==> config.mk <==
export PLATFORM = sky130hd
export DESIGN_NAME = somt_ctrl
export DESIGN_NICKNAME = d
export VERILOG_FILES = /design/src/sv/somt_pkg.sv /design/src/sv/somt_ctrl.sv
export SDC_FILE = /design/constraint.sdc
export NUM_CORES = 1
export LEC_CHECK = 0
export ABC_CLOCK_PERIOD_IN_PS = 1750
export BUFFER_PORTS_ARGS = -buffer_cell sky130_fd_sc_hd__buf_2
export CAP_MARGIN = 20
export CORE_MARGIN = 4
export CORE_UTILIZATION = 48
export DETAILED_ROUTE_END_ITERATION = 10
export HOLD_SLACK_MARGIN = 0.03
export PLACE_DENSITY = 0.81
export SLEW_MARGIN = 10
export SYNTH_ARGS = -nofsm -noshare
export SYNTH_HDL_FRONTEND = slang
export SYNTH_SLANG_ARGS = --single-unit
export TNS_END_PERCENT = 1
==> constraint.sdc <==
create_clock -name aclk -period 1.75 [get_ports aclk]
set_input_delay 0.175 -clock aclk [delete_from_list [all_inputs] [get_ports aclk]]
set_output_delay 0.175 -clock aclk [all_outputs]
set_load 0.05 [all_outputs]
==> src/sv/somt_pkg.sv <==
// somt_pkg: shared types, constants and the neighborhood table for the SOM trainer.
// No dependencies.
`timescale 1ns / 1ps
package somt_pkg;
    localparam int ROWS_DEF     = 16;
    localparam int COLS_DEF     = 16;
    localparam int FEATURES_DEF = 3;
    localparam int HTAB_LEN     = 96;
    localparam int FW           = 8;
    localparam int LR_W         = 17;
    localparam logic [LR_W-1:0] LR_ONE = 17'd65536;

    typedef enum logic [1:0] {
        OP_WRITE = 2'd0,
        OP_TRAIN = 2'd1,
        OP_READ  = 2'd2,
        OP_NOP   = 2'd3
    } op_t;

    localparam logic [0:0] CFG_MIN = 1'b0;
    localparam logic [0:0] CFG_MAX = 1'b1;

    // Q1.16 value of (20/23)^k, rounded from a 48-bit fractional recurrence.
    function automatic logic [16:0] htab_lookup(input logic [6:0] k);
        logic [63:0] p;
        logic [16:0] res;
        p   = 64'd1 << 48;
        res = '0;
        for (int i = 0; i < HTAB_LEN; i++) begin
            if (k == 7'(i)) res = 17'((p + (64'd1 << 31)) >> 32);
            p = (p * 64'd20) / 64'd23;
        end
        return res;
    endfunction

    // datapath commands from controller
    typedef struct packed {
        logic clr_best;   // start winner search
        logic scan_rd;    // issue memory read at scan address
        logic scan_cmp;   // compare distance of read data
        logic upd_rd;     // issue memory read for update pass
        logic upd_h;      // register lr*h and the read weights
        logic upd_mul;    // register products
        logic upd_wr;     // write updated neuron
        logic host_wr;    // host weight write
        logic host_rd;    // host weight read
        logic cap_read;   // capture read data to output
        logic cap_win;    // capture winner to output
        logic clr_out;    // zero result payload
    } somt_cmd_t;
endpackage

==> src/sv/somt_ctrl.sv <==
// somt_ctrl: sequencer for write, read and two-pass training.
// Depends on somt_pkg; drives somt_datapath.
`timescale 1ns / 1ps
module somt_ctrl
    import somt_pkg::*;
#(
    parameter int ROWS = ROWS_DEF,
    parameter int COLS = COLS_DEF,
    localparam int RW  = (ROWS > 1) ? $clog2(ROWS) : 1,
    localparam int CW  = (COLS > 1) ? $clog2(COLS) : 1
) (
    input  logic          aclk,
    input  logic          aresetn,
    input  logic          in_valid,
    output logic          in_ready,
    input  op_t           op,
    output logic          out_valid,
    input  logic          out_ready,
    output somt_cmd_t     cmd,
    output logic [RW-1:0] scan_r,
    output logic [CW-1:0] scan_c,
    output logic [RW-1:0] upd_r,
    output logic [CW-1:0] upd_c
);
    typedef enum logic [2:0] {S_IDLE, S_READ, S_SCAN, S_UPD, S_DONE} state_t;
    state_t state_reg;
    logic [RW-1:0] r_reg;
    logic [CW-1:0] c_reg;
    logic [2:0] pipe_reg;   // valid bits of cmp/h, mul and write stages
    logic issue_reg;
    logic out_valid_reg;

    logic last;
    assign last = (r_reg == RW'(ROWS - 1)) && (c_reg == CW'(COLS - 1));
    assign in_ready = (state_reg == S_IDLE) && !out_valid_reg;
    assign out_valid = out_valid_reg;
    assign scan_r = r_reg;
    assign scan_c = c_reg;
    assign upd_r = r_reg;
    assign upd_c = c_reg;

    always_comb begin
        cmd = '0;
        cmd.host_wr  = (state_reg == S_IDLE) && in_valid && in_ready && op == OP_WRITE;
        cmd.host_rd  = (state_reg == S_IDLE) && in_valid && in_ready && op == OP_READ;
        cmd.clr_out  = (state_reg == S_IDLE) && in_valid && in_ready;
        cmd.clr_best = cmd.clr_out && op == OP_TRAIN;
        cmd.cap_read = state_reg == S_READ;
        cmd.scan_rd  = state_reg == S_SCAN && issue_reg;
        cmd.scan_cmp = state_reg == S_SCAN && pipe_reg[0];
        cmd.upd_rd   = state_reg == S_UPD && issue_reg;
        cmd.upd_h    = state_reg == S_UPD && pipe_reg[0];
        cmd.upd_mul  = state_reg == S_UPD && pipe_reg[1];
        cmd.upd_wr   = state_reg == S_UPD && pipe_reg[2];
        cmd.cap_win  = state_reg == S_DONE;
    end

    always_ff @(posedge aclk) begin
        if (!aresetn) begin
            state_reg <= S_IDLE;
            out_valid_reg <= 1'b0;
            pipe_reg <= '0;
            issue_reg <= 1'b0;
            r_reg <= '0;
            c_reg <= '0;
        end else begin
            if (out_valid_reg && out_ready) out_valid_reg <= 1'b0;
            unique case (state_reg)
                S_IDLE: begin
                    if (in_valid && in_ready) begin
                        r_reg <= '0;
                        c_reg <= '0;
                        pipe_reg <= '0;
                        priority if (op == OP_TRAIN) begin
                            state_reg <= S_SCAN;
                            issue_reg <= 1'b1;
                        end else if (op == OP_READ) begin
                            state_reg <= S_READ;
                        end else begin
                            out_valid_reg <= 1'b1;
                        end
                    end
                end
                S_READ: begin
                    state_reg <= S_IDLE;
                    out_valid_reg <= 1'b1;
                end
                S_SCAN: begin
                    pipe_reg <= {2'b0, issue_reg};
                    if (issue_reg) begin
                        if (last) issue_reg <= 1'b0;
                        else if (c_reg == CW'(COLS - 1)) begin
                            c_reg <= '0;
                            r_reg <= r_reg + 1'b1;
                        end else c_reg <= c_reg + 1'b1;
                    end else if (!pipe_reg[0]) begin
                        state_reg <= S_UPD;
                        issue_reg <= 1'b1;
                        r_reg <= '0;
                        c_reg <= '0;
                    end
                end
                S_UPD: begin
                    // the write of a neuron lands before any later read of it
                    pipe_reg <= {pipe_reg[1:0], issue_reg};
                    if (issue_reg) begin
                        if (last) issue_reg <= 1'b0;
                        else if (c_reg == CW'(COLS - 1)) begin
                            c_reg <= '0;
                            r_reg <= r_reg + 1'b1;
                        end else c_reg <= c_reg + 1'b1;
                    end else if (pipe_reg == 3'b0) begin
                        state_reg <= S_DONE;
                    end
                end
                S_DONE: begin
                    state_reg <= S_IDLE;
                    out_valid_reg <= 1'b1;
                end
                default: state_reg <= S_IDLE;
            endcase
        end
    end
endmodule

==> metrics.md, run 1 <==
| Metric | Value |
|---|---|
| Number of global-route vias before repair | 914 |
| Syn Nets | 133 |
| Setup violations, final | 0 |
| DP HPWL | 1770 um |
| Via Count | 1,017 |
| Startpoint types | flip-flop |
| Post-CTS setup buffers | 0 |
| Worst Path Max Fanout | 10 |
| Mapped Cells | 125 |
| Initial antenna violation count | 0 |
| Chip Height | 54.2 um |
| Post-Synth Adder-Cell Area | 0.0244 |
| Max Fclk | 0.582 GHz |
| Design area | 1240 um2 |
| Final Hold Fails | 0 |
| Clk pin slew, worst setup/hold paths | 0.09 ns |
| Root buf cell | clkbuf_4 |
| Max_slew headroom | 0.728 |
| Clock Skew | 0.000571 ns |
| Post-Route WL | 2400 um |
| Synth cell types | 41 |
| Placed Area | 1170 um2 |
| Antenna diode count | 0 |
| Most frequent cells in the layout | buf_2, dfxtp_1, nor2_1 |
| Final ANT Viol Nets | 0 |
| Final Max Slew Viols | 0 |
| Final worst path period share | 0.981 |
| Post-Synth XOR/XNOR Area | 0 |
| Worst path required time | 1.57 ns |
| Outcome | finished, final reports clean |
| Synth warn | 0 |
| Syn avg cell area | 8.19 um2 |
| Input/output buffers | 35 |
| Post-synthesis register bit count | 16 |
| # fillers | 184 |
| Row count | 16 |
| Initial Utilization | 0.511 |
| Area grow syn2layout | 21.3% |
| Remaining DRCs | 0 |
| Drt wl/cell | 13.3 um |
| Clock Latency Late Sink | 0.29 ns |
| Proportion of layout cells with a drive suffix above 1 | 0.405 |
| Worst min path class | primary input to flip-flop |
| Nature of the critical path endpoint | output port |
| Layout net count | 162 |
| Post-synthesis mux area share | 0.00978 |
| Commonest non-fill, non-tap cell in the layout | buf_2 |
| Post-Route Setup TNS | 0 ns |
| Width of the die | 54.2 um |
| First-pass GRT wire length | 3840 um |
| Clk sinks | 16 |
| Post-layout min period | 1.72 ns |
| Worst-Margin Slew | 0.406 ns |
| Sequential cell area | 329 um2 |
| RSZ-0062 raised after global routing | true |
| CTS Buf Count | 3 |
| Pwr dens | 678 nW/um2 |
| Global route overflow | 0 |
| Data arrival, critical path | 1.54 ns |
| CTS tree | built |
| DR pass1 iterations | 4 |
| GR Util All Layers | 0.178 |
| Clock buffer depth | 2 |
| Max Cap Viol | 0 |
| Largest family of logic cells by synthesized area | simple AND/OR/NAND/NOR gates |
| Area share of and/or/nand/nor cells after synthesis | 0.330 |
| Multi-input logic area | 614 um2 |
| Core area | 2000 um2 |
| Leakage | 0.572 nW |
| Peak VDD IR | 0.000415 V |
| Post-synthesis compound-gate area fraction | 0.209 |
| Initial DRC Count | 12 |
| Critical path class | flip-flop to output port |
| Die area | 2930 um2 |
| Register area share after synthesis | 0.313 |
| DR vias/cell | 5.65 |
| Pin count of the biggest net entering global routing | 23 |
| Synth Cell Area | 1020 um2 |
| CTS H-tree depth | 1 |
| Gpl congestion | 0.764 |
| Io pins | 36 |
[cell usage after synthesis]
library cell	count	area share
a211oi_1	1	0.0073
a211oi_2	1	0.012
a21boi_0	1	0.0073
a21oi_1	4	0.020
a221oi_1	1	0.0086
a31oi_1	3	0.018
a41o_1	1	0.0098
and2_1	1	0.0061
and2_2	1	0.0073
and2b_2	1	0.0086
and3_1	5	0.031
and3b_2	1	0.0098
and4_1	2	0.017
buf_4	8	0.059
buf_6	3	0.033
clkbuf_1	4	0.015
dfxtp_1	16	0.31
ha_1	2	0.024
inv_1	2	0.0073
mux2i_1	1	0.0098
nand2_1	11	0.040
nand2b_1	4	0.024
nand3_1	5	0.024
nand3b_1	1	0.0073
nand4_1	1	0.0061
nand4b_1	1	0.0086
nor2_1	13	0.048
nor2b_1	4	0.024
nor3_1	4	0.020
nor3b_1	4	0.029
o211ai_1	1	0.0073
o21ai_0	5	0.024
o221a_2	1	0.011
o22a_1	1	0.0086
o22ai_1	4	0.024
o22ai_4	1	0.020
o311a_1	1	0.0098
o31a_2	1	0.0098
o41a_1	1	0.011
or3_2	1	0.0073
or4_4	1	0.011
[critical path, cell delays in order, from the launching register on]
cell and delay [ns]:
dfxtp_4 0.39, or3_2 0.55, nor2_1 0.14, buf_6 0.17
[report_power, final]
part / total, mW / leakage (nW) / switching [mW] / internal (mW)
registers: 0.387 / 0.131 / 0.0151 / 0.372
logic: 0.206 / 0.419 / 0.137 / 0.0688
clock network: 0.250 / 0.0210 / 0.123 / 0.127
total: 0.842 / 0.572 / 0.275 / 0.567
[timing repair]
item	4_1_cts	5_1_grt
setup endpoints to repair	6	5
pin swaps	0	1
hold buffers	0	0
gates resized for setup	7	6
[area by class of cell]
class,instances,area share
multi-input combinational,92,0.495
inverter,2,0.00605
timing repair buffer,39,0.177
sequential,16,0.265
clock buffer,4,0.0292
tap,27,0.0272
[cell families (layout without fill, tap and decap cells)]
| kind of cell | Yosys count | after routing |
|---|---|---|
| compound gates | 28 | 28 |
| mux | 1 | 1 |
| buf+inv | 17 | 45 |
| flops | 16 | 16 |
| fa+ha+maj | 2 | 2 |
| simple gates | 61 | 61 |
[path summary, 6_finish.rpt]
check | startpoint | end | slack (ns) | cells past startpoint
max | state_reg[2] | in_ready | 0.03 | 3
min reg2reg | scan_r[1] | scan_r[1] | 0.52 | 2
max reg2reg | scan_c[0] | scan_r[0] | 0.14 | 5
min | out_ready | out_valid | 0.27 | 3
[per-stage QoR]
stage / total power [mW] / std cells / hold slack (ns) / worst slack (ns) / utilization
after detailed placement: 0.587 / 176 / 0.505 / 0.113 / 0.585
after global placement: 0.583 / 176 / 0.497 / 0.178 / 0.585
after global routing: 0.878 / 180 / 0.279 / -0.0158 / 0.620
after CTS: 0.843 / 180 / 0.272 / 0.00627 / 0.612
after floorplan: 0.546 / 125 / 0.339 / -0.256 / -
final: 0.842 / 180 / 0.274 / 0.0328 / 0.620
[metal layers]
layer / up-vias / GRT usage / wire (um)
met5: - / 0 / 0
met4: 0 / 0.0747 / 33
met3: 6 / 0.0249 / 156
met2: 34 / 0.307 / 1190
met1: 476 / 0.218 / 1020
li1: 501 / - / -
No activity file was read; power rests on OpenSTA's default activity.
==> inputs of run 2 (changes only) <==
- REMOVE_ABC_BUFFERS: default -> 1
==> metrics.md, run 2 (same netlist as run 1, synthesis figures left out) <==
| Metric | Value |
|---|---|
| Final Max Slew Viols | 0 |
| Initial antenna violation count | 0 |
| GR Util All Layers | 0.183 |
| Placed Area | 1150 um2 |
| Critical path class | flip-flop to output port |
| Layout net count | 162 |
| CTS Hold Bufs | 0 |
| Clock Latency Late Sink | 0.29 ns |
| DR pass1 iterations | 4 |
| Post-layout min period | 1.68 ns |
| Post-Route WL | 2510 um |
| Input/output buffers | 35 |
| Number of global-route vias before repair | 959 |
| Io pins | 36 |
| Core area | 2000 um2 |
| Via Count | 1,023 |
| Chip Height | 54.2 um |
| Final worst path period share | 0.959 |
| Design area | 1220 um2 |
| Root buf cell | clkbuf_4 |
| Startpoint types | flip-flop |
| DR vias/cell | 5.72 |
| Peak VDD IR | 0.000436 V |
| CTS Buf Count | 3 |
| Final Hold Fails | 0 |
| Post-CTS sizing | 5 |
| Clock Skew | 0.00624 ns |
| Final ANT Viol Nets | 0 |
| Drt wl/cell | 14.0 um |
| Commonest non-fill, non-tap cell in the layout | buf_2 |
| CTS H-tree depth | 1 |
| Max_slew headroom | 0.735 |
| Outcome | finished, final reports clean |
| Remaining DRCs | 0 |
| Row count | 16 |
| Initial Utilization | 0.511 |
| Antenna diode count | 0 |
| Max Cap Viol | 0 |
| Proportion of layout cells with a drive suffix above 1 | 0.382 |
| Area grow syn2layout | 19.2% |
| Data arrival, critical path | 1.50 ns |
| Nature of the critical path endpoint | output port |
| CTS tree | built |
| Clock buffer depth | 2 |
| Clk pin slew, worst setup/hold paths | 0.10 ns |
| Gpl congestion | 0.797 |
| Post-Layout Cell Count | 179 |
| Leakage | 0.562 nW |
| Final core area utilization | 0.609 |
| Pin count of the biggest net entering global routing | 23 |
| Worst path required time | 1.57 ns |
| Placed Cells | 176 |
| Most frequent cells in the layout | buf_2, dfxtp_1, nor2_1 |
| Worst-Margin Slew | 0.395 ns |
| Post-CTS setup buffers | 0 |
| First-pass GRT wire length | 4000 um |
| Die area | 2930 um2 |
| Global route overflow | 0 |
| Path depth of the worst reg2reg path | 5 |
| Max Fclk | 0.596 GHz |
| Pwr dens | 649 nW/um2 |
| Setup violations, final | 0 |
| DP HPWL | 1850 um |
| Tot Pwr | 0.792 mW |
| Width of the die | 54.2 um |
| Initial DRC Count | 15 |
| Clk sinks | 16 |
| Worst min path class | primary input to flip-flop |
| Hold Crit Depth | 3 |
| Worst Path Max Fanout | 11 |
[run 2: routing by layer]
metal  track usage  vias up  wire, um
met4        0.0415        0         0
met1         0.204      484      1000
met5             0        -         0
met3        0.0637        0       180
li1              -      502         -
met2         0.331       37      1320
[run 2: cell type report]
cell class,count,area (um2)
inverters,2,7.51
multi-input cells,92,608
well taps,27,33.8
flip-flops and latches,16,329
clock buffers,3,22.5
repair buffers,39,219
fillers,195,782
[run 2: power by group]
group / leakage, nW / switching, mW / internal [mW] / total [mW]
clock network: 0.0138 / 0.118 / 0.0801 / 0.198
registers: 0.131 / 0.0169 / 0.372 / 0.389
logic: 0.417 / 0.133 / 0.0718 / 0.205
total: 0.562 / 0.268 / 0.524 / 0.792
[run 2: final timing paths]
kind,slack [ns],from,endpoint
max reg2reg,0.13,scan_c[0],scan_r[0]
min,0.26,out_ready,out_valid
max,0.07,state_reg[1],cmd[8]
min reg2reg,0.52,scan_r[1],scan_r[1]
[run 2: worst max-delay path: stages (launching register included)]
cell and delay [ns]:
dfxtp_4 0.43, and3b_2 0.23, buf_4 0.16, and2_2 0.14, buf_2 0.25
[run 2: metrics by stage]
stage / setup TNS [ns] / setup slack (ns) / hold slack, ns
final: 0 / 0.0719 / 0.256
after global routing: -0.0316 / -0.0119 / 0.264
after CTS: 0 / 0.00292 / 0.251
after detailed placement: 0 / 0.101 / 0.508
after global placement: 0 / 0.172 / 0.494
after floorplan: -5.22 / -0.638 / 0.303
==> inputs of run 3 (changes only) <==
- ABC_AREA: default -> 1
- CORE_UTILIZATION: 48 -> 49
- PLACE_DENSITY: 0.81 -> 0.82
==> metrics.md, run 3 <==
| Metric | Value |
|---|---|
| Seq pwr share | 0.355 |
| Clock Latency Late Sink | 0.29 ns |
| Via Count | 1,182 |
| GR Util All Layers | 0.192 |
| Proportion of layout cells with a drive suffix above 1 | 0.250 |
| Post-CTS sizing | 7 |
| Design area | 1270 um2 |
| Width of the die | 54.3 um |
| Drt wl/cell | 10.8 um |
| Clock Skew | 0.0129 ns |
| CTS H-tree depth | 1 |
| Top FF cell, synth | dfxtp_1 |
| Row count | 16 |
| Clock buffer depth | 2 |
| Initial Utilization | 0.526 |
| Core area | 2000 um2 |
| DR vias/cell | 5.12 |
| Buf/Inv on CP | 3 |
| DR pass1 iterations | 4 |
| RSZ-0062 raised after global routing | true |
| Final Hold Fails | 0 |
| Leading area contributor after synthesis | dfxtp_1 |
| Placed Cells | 227 |
| Reg2reg setup slack | 0.17 ns |
| Input/output buffers | 35 |
| Post-Route WL | 2490 um |
| Final Max Slew Viols | 0 |
| Initial DRC Count | 46 |
| Crit path capture | cmd[9] |
| Clk sinks | 16 |
| First-pass GRT wire length | 4130 um |
| CTS Buf Count | 3 |
| DP HPWL | 2030 um |
| Antenna diode count | 0 |
| Max Fclk | 0.587 GHz |
| Root buf cell | clkbuf_4 |
| Area grow syn2layout | 20.6% |
| Tot Pwr | 1.23 mW |
| Post-synth EDFFs | 0 |
| Worst path required time | 1.57 ns |
| NetSw | 0.558 mW |
| Gate power share | 0.448 |
| Commonest cells in the netlist | nand2_1, nor2_1, inv_1 |
| Io pins | 36 |
| Post-layout min period | 1.70 ns |
| Outcome | finished, final reports clean |
| Max Cap Viol | 0 |
| Layout net count | 213 |
| Worst-Margin Slew | 0.430 ns |
| Mapped Cells | 173 |
| CTS tree | built |
| Peak VDD IR | 0.000589 V |
| Startpoint types | flip-flop |
| CTS Hold Bufs | 0 |
| Post-synthesis register bit count | 16 |
| Reg2reg end | issue_reg |
| Initial antenna violation count | 0 |
| Die area | 2950 um2 |
| Count leader, synth | nand2_1 |
| Remaining DRCs | 0 |
| Post-CTS setup buffers | 0 |
| Syn avg cell area | 6.08 um2 |
| Pwr dens | 972 nW/um2 |
| Global route overflow | 0 |
| Data arrival, critical path | 1.53 ns |
| Critical path class | flip-flop to output port |
| Synth cell types | 19 |
| Worst Path Max Fanout | 4 |
| Worst r2r src | scan_c[1] |
| Nature of the critical path endpoint | output port |
| Slowest-stage cell, CP | dfxtp_2 |
| Sequential cell area | 324 um2 |
| Commonest non-fill, non-tap cell in the layout | nand2_1 |
| CP max stage delay | 0.37 ns |
| Gpl congestion | 0.902 |
| Yosys top cell area share | 0.304 |
| Pin count of the biggest net entering global routing | 10 |
| Register area share after synthesis | 0.304 |
| Synth Cell Area | 1050 um2 |
| Synth warn | 0 |
| Post-Layout Cell Count | 231 |
| Setup violations, final | 0 |
| Crit-path cells | inv_1 -> nand2_1 -> nor2_1 -> nand2_1 -> inv_1 -> buf_2 |
| # fillers | 190 |
| Worst setup path start | state_reg[2] |
| Path depth of the worst reg2reg path | 7 |
| Switching share of total power | 0.452 |
| Worst min path class | primary input to flip-flop |
| Placed Area | 1200 um2 |
| Max_slew headroom | 0.710 |
| Cell depth of the worst setup path | 6 |
| CP top delay family | simple AND/OR/NAND/NOR gates |
| Number of global-route vias before repair | 967 |
| Chip Height | 54.3 um |
| Async SR Flop Fraction | 0 |
| Clk pwr share | 0.197 |
| Final ANT Viol Nets | 0 |
| Int Pwr | 0.675 mW |
| Most frequent cells in the layout | nand2_1, nor2_1, buf_2 |
| Synth top area cells | dfxtp_1, nand2_1, nor2_1, inv_1, a21oi_1 |
| Multi-input logic area | 592 um2 |
| Leakage | 0.667 nW |
| Clk pin slew, worst setup/hold paths | 0.10 ns |
| Final worst path period share | 0.973 |
==> run 3: cell count changes after synthesis, sizes merged, moves of 5 or more <==
cell and change:
nor2 +23, o22ai -5, nand2 +30, inv +21, and3 -5, o21ai +6, a21oi +11
==> run 3: worst min-delay path by stage <==
stage                     cells past startpoint         from      endpoint  slack (ns)
after floorplan                               2      aresetn  state_reg[0]        0.30
after global placement                        2  pipe_reg[1]   pipe_reg[1]        0.46
after detailed placement                      2  pipe_reg[0]   pipe_reg[0]        0.47
after CTS                                     3      aresetn  state_reg[0]        0.18
after global routing                          3      aresetn  state_reg[0]        0.18
final                                         3      aresetn  state_reg[0]        0.19
==> run 3: cell families (layout without fill, tap and decap cells) <==
group,Yosys count,after routing,share of synthesized area
buffers and inverters,32,63,0.146
and+or+nand+nor,92,92,0.367
DFF,16,16,0.304
adders and majority gates,2,2,0.0238
AOI/OAI and AO/OA,31,31,0.158
==> run 3: area by class of cell <==
type,instances,area share
timing repair buffer,36,0.155
inverter,23,0.0680
tap,27,0.0266
sequential,16,0.255
clock buffer,4,0.0286
multi-input combinational,125,0.466
==> run 3: stage by stage <==
stage | utilization | worst slack (ns) | setup TNS (ns) | hold WS (ns)
6_report | 0.634 | 0.0466 | 0 | 0.189
5_1_grt | 0.634 | -0.0750 | -0.161 | 0.176
4_1_cts | 0.626 | 0.0178 | 0 | 0.184
3_5_place_dp | 0.600 | 0.100 | 0 | 0.470
3_3_place_gp | 0.600 | 0.215 | 0 | 0.461
2_1_floorplan | - | -1.03 | -6.24 | 0.295
==> run 3: layer usage <==
layer	part of all wire	vias to the layer above	GRT usage
li1	-	607	-
met1	0.43	526	0.238
met2	0.47	45	0.315
met3	0.083	4	0.0572
met4	0.014	0	0.0622
met5	0	-	0
==> run 3: worst min-delay path, delay by kind of cell <==
kind                   cells  cell delay [ns]
buffers and inverters      1             0.15
AND/OR/NAND/NOR            2             0.11
==> run 3: power by group through the flow <==
stage                     Sequential [mW]  Clock [mW]  Combinational, mW
after floorplan                     0.529           0              0.324
after CTS                           0.436       0.255              0.548
final                               0.437       0.243              0.552
after detailed placement            0.440           0              0.536
after global routing                0.444       0.277              0.611
after global placement              0.439           0              0.526
